==> src/rtl/core/tlq_pkg.sv <==
// Shared types and constants for the tree label distance query block.
`default_nettype none
package tlq_pkg;

    localparam int NODE_LIMIT    = 1024;
    localparam int MAX_LEVELS    = 11;
    localparam int MAX_LABELS    = 65536;
    localparam int MAX_POSITIONS = 16384;
    localparam int DIST_BITS     = 32;
    localparam int LIFT_DEPTH    = MAX_LEVELS * NODE_LIMIT;
    localparam int ROW_DEPTH     = NODE_LIMIT + 1;
    localparam int NODE_W        = 10;
    localparam int LSTART_W      = 17;
    localparam int PSTART_W      = 15;
    localparam int LIFT_AW       = 14;
    localparam int ROW_AW        = 11;
    localparam int LABEL_AW      = 16;
    localparam int POS_AW        = 14;
    localparam int QUEUE_DEPTH   = 2;

    typedef enum logic [3:0] {
        CMD_QUERY  = 4'd0,
        CMD_DEPTH  = 4'd1,
        CMD_PARENT = 4'd2,
        CMD_LIFT   = 4'd3,
        CMD_LSTART = 4'd4,
        CMD_OUTLBL = 4'd5,
        CMD_INLBL  = 4'd6,
        CMD_PSTART = 4'd7,
        CMD_POS    = 4'd8
    } t_cmd;

    typedef enum logic [1:0] {
        ST_OK    = 2'd0,
        ST_RANGE = 2'd1,
        ST_INF   = 2'd2
    } t_status;

    typedef enum logic {
        REG_NODES  = 1'b0,
        REG_LEVELS = 1'b1
    } t_reg_idx;

    typedef struct packed {
        t_cmd                cmd;
        logic [15:0]         addr;
        logic [31:0]         value;
        logic [NODE_W-1:0]   src;
        logic [NODE_W-1:0]   dst;
    } t_req;

endpackage
`default_nettype wire

==> src/rtl/core/tlq_front.sv <==
// Front end: request intake, command classification and a short request queue.
`default_nettype none
module tlq_front import tlq_pkg::*; (
    input  wire logic        i_clk,
    input  wire logic        i_rst_n,
    input  wire logic        i_in_valid,
    output logic             o_in_stall,
    input  wire logic [3:0]  i_command,
    input  wire logic [15:0] i_table_address,
    input  wire logic [31:0] i_write_value,
    input  wire logic [9:0]  i_source_node,
    input  wire logic [9:0]  i_target_node,
    output logic             o_q_valid,
    output t_req             o_q_req,
    input  wire logic        i_q_pop
);

    t_req        r_q [QUEUE_DEPTH];
    logic        r_wr, r_rd;
    logic [1:0]  r_count;
    logic        accept, push;

    assign o_in_stall = (r_count == 2'(QUEUE_DEPTH));
    assign accept     = i_in_valid && !o_in_stall;
    // unknown commands are dropped here and never reach the back end
    assign push       = accept && (i_command <= CMD_POS);
    assign o_q_valid  = (r_count != 2'd0);
    assign o_q_req    = r_q[r_rd];

    always_ff @(posedge i_clk) begin
        if (push) begin
            r_q[r_wr] <= '{cmd: t_cmd'(i_command), addr: i_table_address,
                           value: i_write_value, src: i_source_node,
                           dst: i_target_node};
        end
    end

    always_ff @(posedge i_clk) begin
        if (!i_rst_n) begin
            r_wr    <= 1'b0;
            r_rd    <= 1'b0;
            r_count <= 2'd0;
        end else begin
            if (push) r_wr <= ~r_wr;
            if (i_q_pop) r_rd <= ~r_rd;
            r_count <= r_count + 2'(push) - 2'(i_q_pop);
        end
    end

`ifndef SYNTH
    a_count_max: assert property (@(posedge i_clk) disable iff (!i_rst_n)
        r_count <= 2'(QUEUE_DEPTH)) else $error("queue overfilled");
    a_pop_nonempty: assert property (@(posedge i_clk) disable iff (!i_rst_n)
        i_q_pop |-> r_count != 2'd0) else $error("pop from empty queue");
    a_push_room: assert property (@(posedge i_clk) disable iff (!i_rst_n)
        push |-> r_count < 2'(QUEUE_DEPTH)) else $error("push into full queue");
`endif

endmodule
`default_nettype wire

==> config.mk <==
export PLATFORM = sky130hd
export DESIGN_NAME = tlq_front
export DESIGN_NICKNAME = d
export VERILOG_FILES = /design/src/rtl/core/tlq_pkg.sv /design/src/rtl/core/tlq_front.sv
export SDC_FILE = /design/constraint.sdc
export NUM_CORES = 1
export LEC_CHECK = 0
export ABC_AREA = 1
export BUFFER_PORTS_ARGS = -buffer_cell sky130_fd_sc_hd__buf_2
export CAP_MARGIN = 5
export CORE_UTILIZATION = 47
export CTS_CLUSTER_SIZE = 12
export DETAILED_ROUTE_END_ITERATION = 8
export GPL_ROUTABILITY_DRIVEN = 1
export PLACE_DENSITY = 0.71
export SYNTH_ARGS = -nofsm -noshare
export SYNTH_HDL_FRONTEND = slang
export SYNTH_SLANG_ARGS = --single-unit
export TNS_END_PERCENT = 1
==> constraint.sdc <==
create_clock -name i_clk -period 12.5 [get_ports i_clk]
set_input_delay 2.5 -clock i_clk [delete_from_list [all_inputs] [get_ports i_clk]]
set_output_delay 2.5 -clock i_clk [all_outputs]
set_load 0.03 [all_outputs]
### Yosys cells after proc, flatten, opt, wreduce, memory -nomap -nowiden

Memories as Yosys holds them, arrays and structs flattened. A register that Yosys moved wholly into a read port is not among the register bits.
Cells that the tools add are included.

* register bits: 4
* latch bits: 0
* bits in writable memories: 144
* bits in read-only memories: 0
* input bits: 76
* output and inout port bits: 74
* logic and storage cells: 18
* memories kept: 1

Memory list
* r_q: depth 2, width 72, rd ports 1, clocked after Yosys merged registers in 1, wr ports 1, line tlq_front.sv:18 `t_req r_q [QUEUE_DEPTH];`

* add/sub/neg operators: 2
* multipliers: 0
* div/mod/pow operators: 0
* $lt $le $gt $ge: 1
* eq/ne operators: 1
* shifts and indexed selects: 0
* muxes and demuxes: 4
* bitwise operators: 2
* reduce and logical (&&, ||, !) cells: 4

Operators with widths (count)
* $le A4 B4 Y1 const B: 1
* $mux W1: 4
* $add A2 B1 Y2: 1
* $eq A2 B2 Y1 const B: 1
* $logic_and A1 B1 Y1: 2
* $not A1 Y1: 2
* $reduce_bool A2 Y1: 1
* $sub A2 B1 Y2: 1
* $logic_not A1 Y1: 1

### Logic depth before layout (Yosys ltp)

* depth after elaboration: 6
* mapped depth: 11
* depth with buffers taken out: 11

### Least setup slack after synthesis

OpenSTA, ideal clock, no wires.

* kind: input -> register
* start: input i_in_valid
* end: memory r_q[0][0] (netlist bit), enable pin
* setup time: 502 ps
* arrival time: 5888 ps
* data required time: 11998 ps
* setup slack: 6110 ps
* stages: 3
* path buffers: 0
* cell sequence: a21boi_0 nand2_1 nor2_1

* longest elaborated chain between the ends: 4

Ends and longest elaborated chain
* start, declared: line tlq_front.sv:6 `input wire logic i_in_valid,`
* $logic_and A1 B1 Y1: line tlq_front.sv:24 `assign accept = i_in_valid && !o_in_stall;`
* $logic_and A1 B1 Y1: line tlq_front.sv:26 `assign push = accept && (i_command <= CMD_POS);`
* $mux W1: line tlq_front.sv:31 `if (push) begin`
* $mux W1 (implied by the code): line tlq_front.sv:32 `r_q[r_wr] <= '{cmd: t_cmd'(i_command), addr: i_table_address,`
* end, declared: line tlq_front.sv:18

Every way passes these cells.

==> impl_metrics.csv <==
group,metric,value,unit
grt,grt_use_met3,5.73,%
clock_network,cts_setup_buffers,0,
sta,fin_tns_setup,0,ns
grt,antenna_found_initial,2,
yosys,synth_top_area_cell,"edfxtp_1",
routing,vias,2812,
sta,hold_viol,0,
placement,portBuffers,149,
sta,rsz0062_at_grt,"false",
sta,worstMarginPinSlew,1.03,ns
min_path,hp-start,"r_rd$_SDFFE_PN0P_",
finish,final_layout_size_suffix_gt1_share,59.2,%
outcome,outcome,"complete, no violations",
sta,fin_crit_sh,39.7,%
grt,grt.busiest_layer,"met2",
worst_setup_path,path_cells,"buf_4 > mux2_2 > buf_2",
clock_network,cts_resized,0,
clock_network,cts.clk_slew.worst_paths,0.06,ns
die,dieArea,12800,sq um
sta,finalSetupViolations,0,
sta,fin_worst_skew,0.00545,ns
yosys,synth_area,5790,sq um
worst_setup_path,max_stage_delay,0.85,ns
worst_setup_path,cp.arrival,2.46,ns
clock_network,cts_buffers,17,
yosys,synthesis.nets,338,
yosys,synth_cells,260,
placement,hpwlAfterDp,6.05,mm
grt,track_usage,15.9,%
routing,initialDrtViolationCount,117,
worst_setup_path,crit_family,"buffers and inverters",
routing,wl_per_cell,16.3,microns
job,maxCapViolations,0,
sta,relSlewSlack,31.3,%
power_and_ir_drop,p_leak,2.92,nW
die,die_y,113,microns
clock_network,htreeDepth,4,
worst_setup_path,cp-end-kind,"output pin",
clock_network,cts-root-buf,"clkbuf_16",
yosys,yosysTopAreaCellShare,74.6,%
clock_network,ctsHoldBuffers,0,
worst_setup_path,reg2reg_from,"r_count[0]$_SDFF_PN0_",
clock_network,insertion_delay,0.41,ns
sta,drv_slew,0,
min_path,hp-class,"reg2reg",
routing,ant_nets,0,
clock_network,numClockSinks,149,
routing,drc_errors,0,
worst_setup_path,crit_type,"reg2out",
finish,syn2layout_area_growth,25.0,%
sta,period_minus_slack,4.96,ns
yosys,yosysWarnings,0,
sta,hold_slack,0.521,ns
yosys,ys_types,14,
sta,max_freq,0.202,GHz
clock_network,clockBufferDepth,2,
routing,drt-pass1-iter-count,4,
worst_setup_path,path_buf_inv,2,
finish,final_nets,501,
yosys,ys_seq_area_share,76.4,%
placement,dp.cells,551,
die,die_w,113,microns
die,boundaryPins,150,
placement,routabilityCongestion,0.761,
power_and_ir_drop,powerDensity,177,nW/um^2
grt,grt_pass1_wl,14.6,mm
die,core.rowCount,40,
routing,routed_wl,9.53,mm
grt,grt_pass1_vias,2885,
worst_setup_path,cp-start-kind,"flip-flop",
worst_setup_path,cp_slowest_cell,"buf_4",
routing,via_per_inst,4.82,
worst_setup_path,r2r_setup_slack,9.89,ns
yosys,avgSynthCellArea,22.3,sq um
power_and_ir_drop,peakVddDrop,98.2,uV
grt,grt_start_max_net_pins,57,
yosys,synth.area.top_cells,"edfxtp_1 (75%), mux2_4 (18%), buf_12 (2.4%)",
yosys,ys_ff_latch,149,
finish,final_cells,584,
grt,use_met1,18.9,%
worst_setup_path,cp_max_fo,56,
die,core-area,12000,sq um
grt,grt_remaining_overflow,0,
worst_setup_path,cp.required,10.00,ns
die,initial_core_util,48.2,%
clock_network,cts_tree,"built",
grt,grtUsageMet2,25.4,%
==> per-stage QoR <==
stage	power [mW]	setup slack (ns)	util [%]	cell area [sq um]
3_5_place_dp	0.757	7.64	55.0	6610
2_1_floorplan	0.717	6.11	-	5790
5_1_grt	1.32	7.41	60.3	7240
3_3_place_gp	0.753	7.74	55.0	6610
6_report	1.28	7.54	60.3	7240
4_1_cts	1.30	7.48	60.3	7240
==> per-layer routing <==
metal	share of wire, %	vias to the layer above
li1	-	1332
met1	42	1365
met2	49	97
met3	6.2	16
met4	2.2	2
met5	0.14	-
==> sequential cells by signal (all words and copies together), names as in the netlist, named ones only <==
register	count
r_q	144
r_rd	1
r_wr	1
r_count	2
==> logic make-up (layout without fill, tap and decap cells) <==
family	Yosys count	in the layout	synth area share, %
AOI/OAI and AO/OA	2	2	0.216
xor gates and xnor gates	1	1	0.151
adders and majority gates	2	2	0.432
buffers and inverters	14	190	3.00
and+or+nand+nor	20	20	1.32
DFF	149	149	76.4
other	0	1	0
muxes	72	72	18.5
==> synth_stat cells, drive strengths merged <==
cell / n
edfxtp: 144
mux2: 72
nand2: 10
nor2: 9
buf: 8
inv: 6
dfxtp: 5
ha: 2
a21boi: 1
a21oi: 1
nand3: 1
xnor2: 1
==> tightest hold or removal path, delay by kind of cell (launching register included) <==
family        cells  cell delay (ns)
simple gates      2             0.15
flops             1             0.33
==> layout make-up <==
type	instances	area [sq um]
multi-input cells	97	1200
flip-flops and latches	149	4430
inverters	6	23.8
repair buffers	152	768
clock buffers	22	484
diodes	1	2.50
well taps	147	184
clock inverters	10	150
fillers	901	4770
==> report_power, final <==
group	total (mW)	internal, mW	leakage (nW)	switching (mW)
combinational	0.156	0.0614	1.24	0.0943
clock	0.535	0.353	0.319	0.182
sequential	0.589	0.579	1.36	0.00906
==> placed cells by master, fill, tap and decap left out <==
master     Yosys  routed
mux2_4        70      70
edfxtp_1     144     144
a21oi_1        1       1
nor2_1         9       8
clkbuf_16      0      17
dfxtp_4        0       1
diode_2        0       1
buf_2          0     149
clkbuf_1       0       1
ha_1           2       2
mux2_2         2       2
xnor2_1        1       1
clkinv_2       0       7
nand3_1        1       1
bufinv_16      0       4
nor2_4         0       1
nand2_1       10      10
clkbuf_8       0       4
inv_1          6       5
a21boi_0       1       1
dfxtp_1        5       4
buf_4          0       3
==> path summary, 6_finish.rpt <==
| check | cells past startpoint | endpoint |
|---|---|---|
| hold / removal | 2 | r_rd$_SDFFE_PN0P_ |
| setup reg to reg | 5 | r_q[0][27]$_DFFE_PP_ |
| setup / recovery | 3 | o_q_req[66] |
| hold reg to reg | 2 | r_rd$_SDFFE_PN0P_ |
Note: power is estimated with default switching activity, not from simulation.
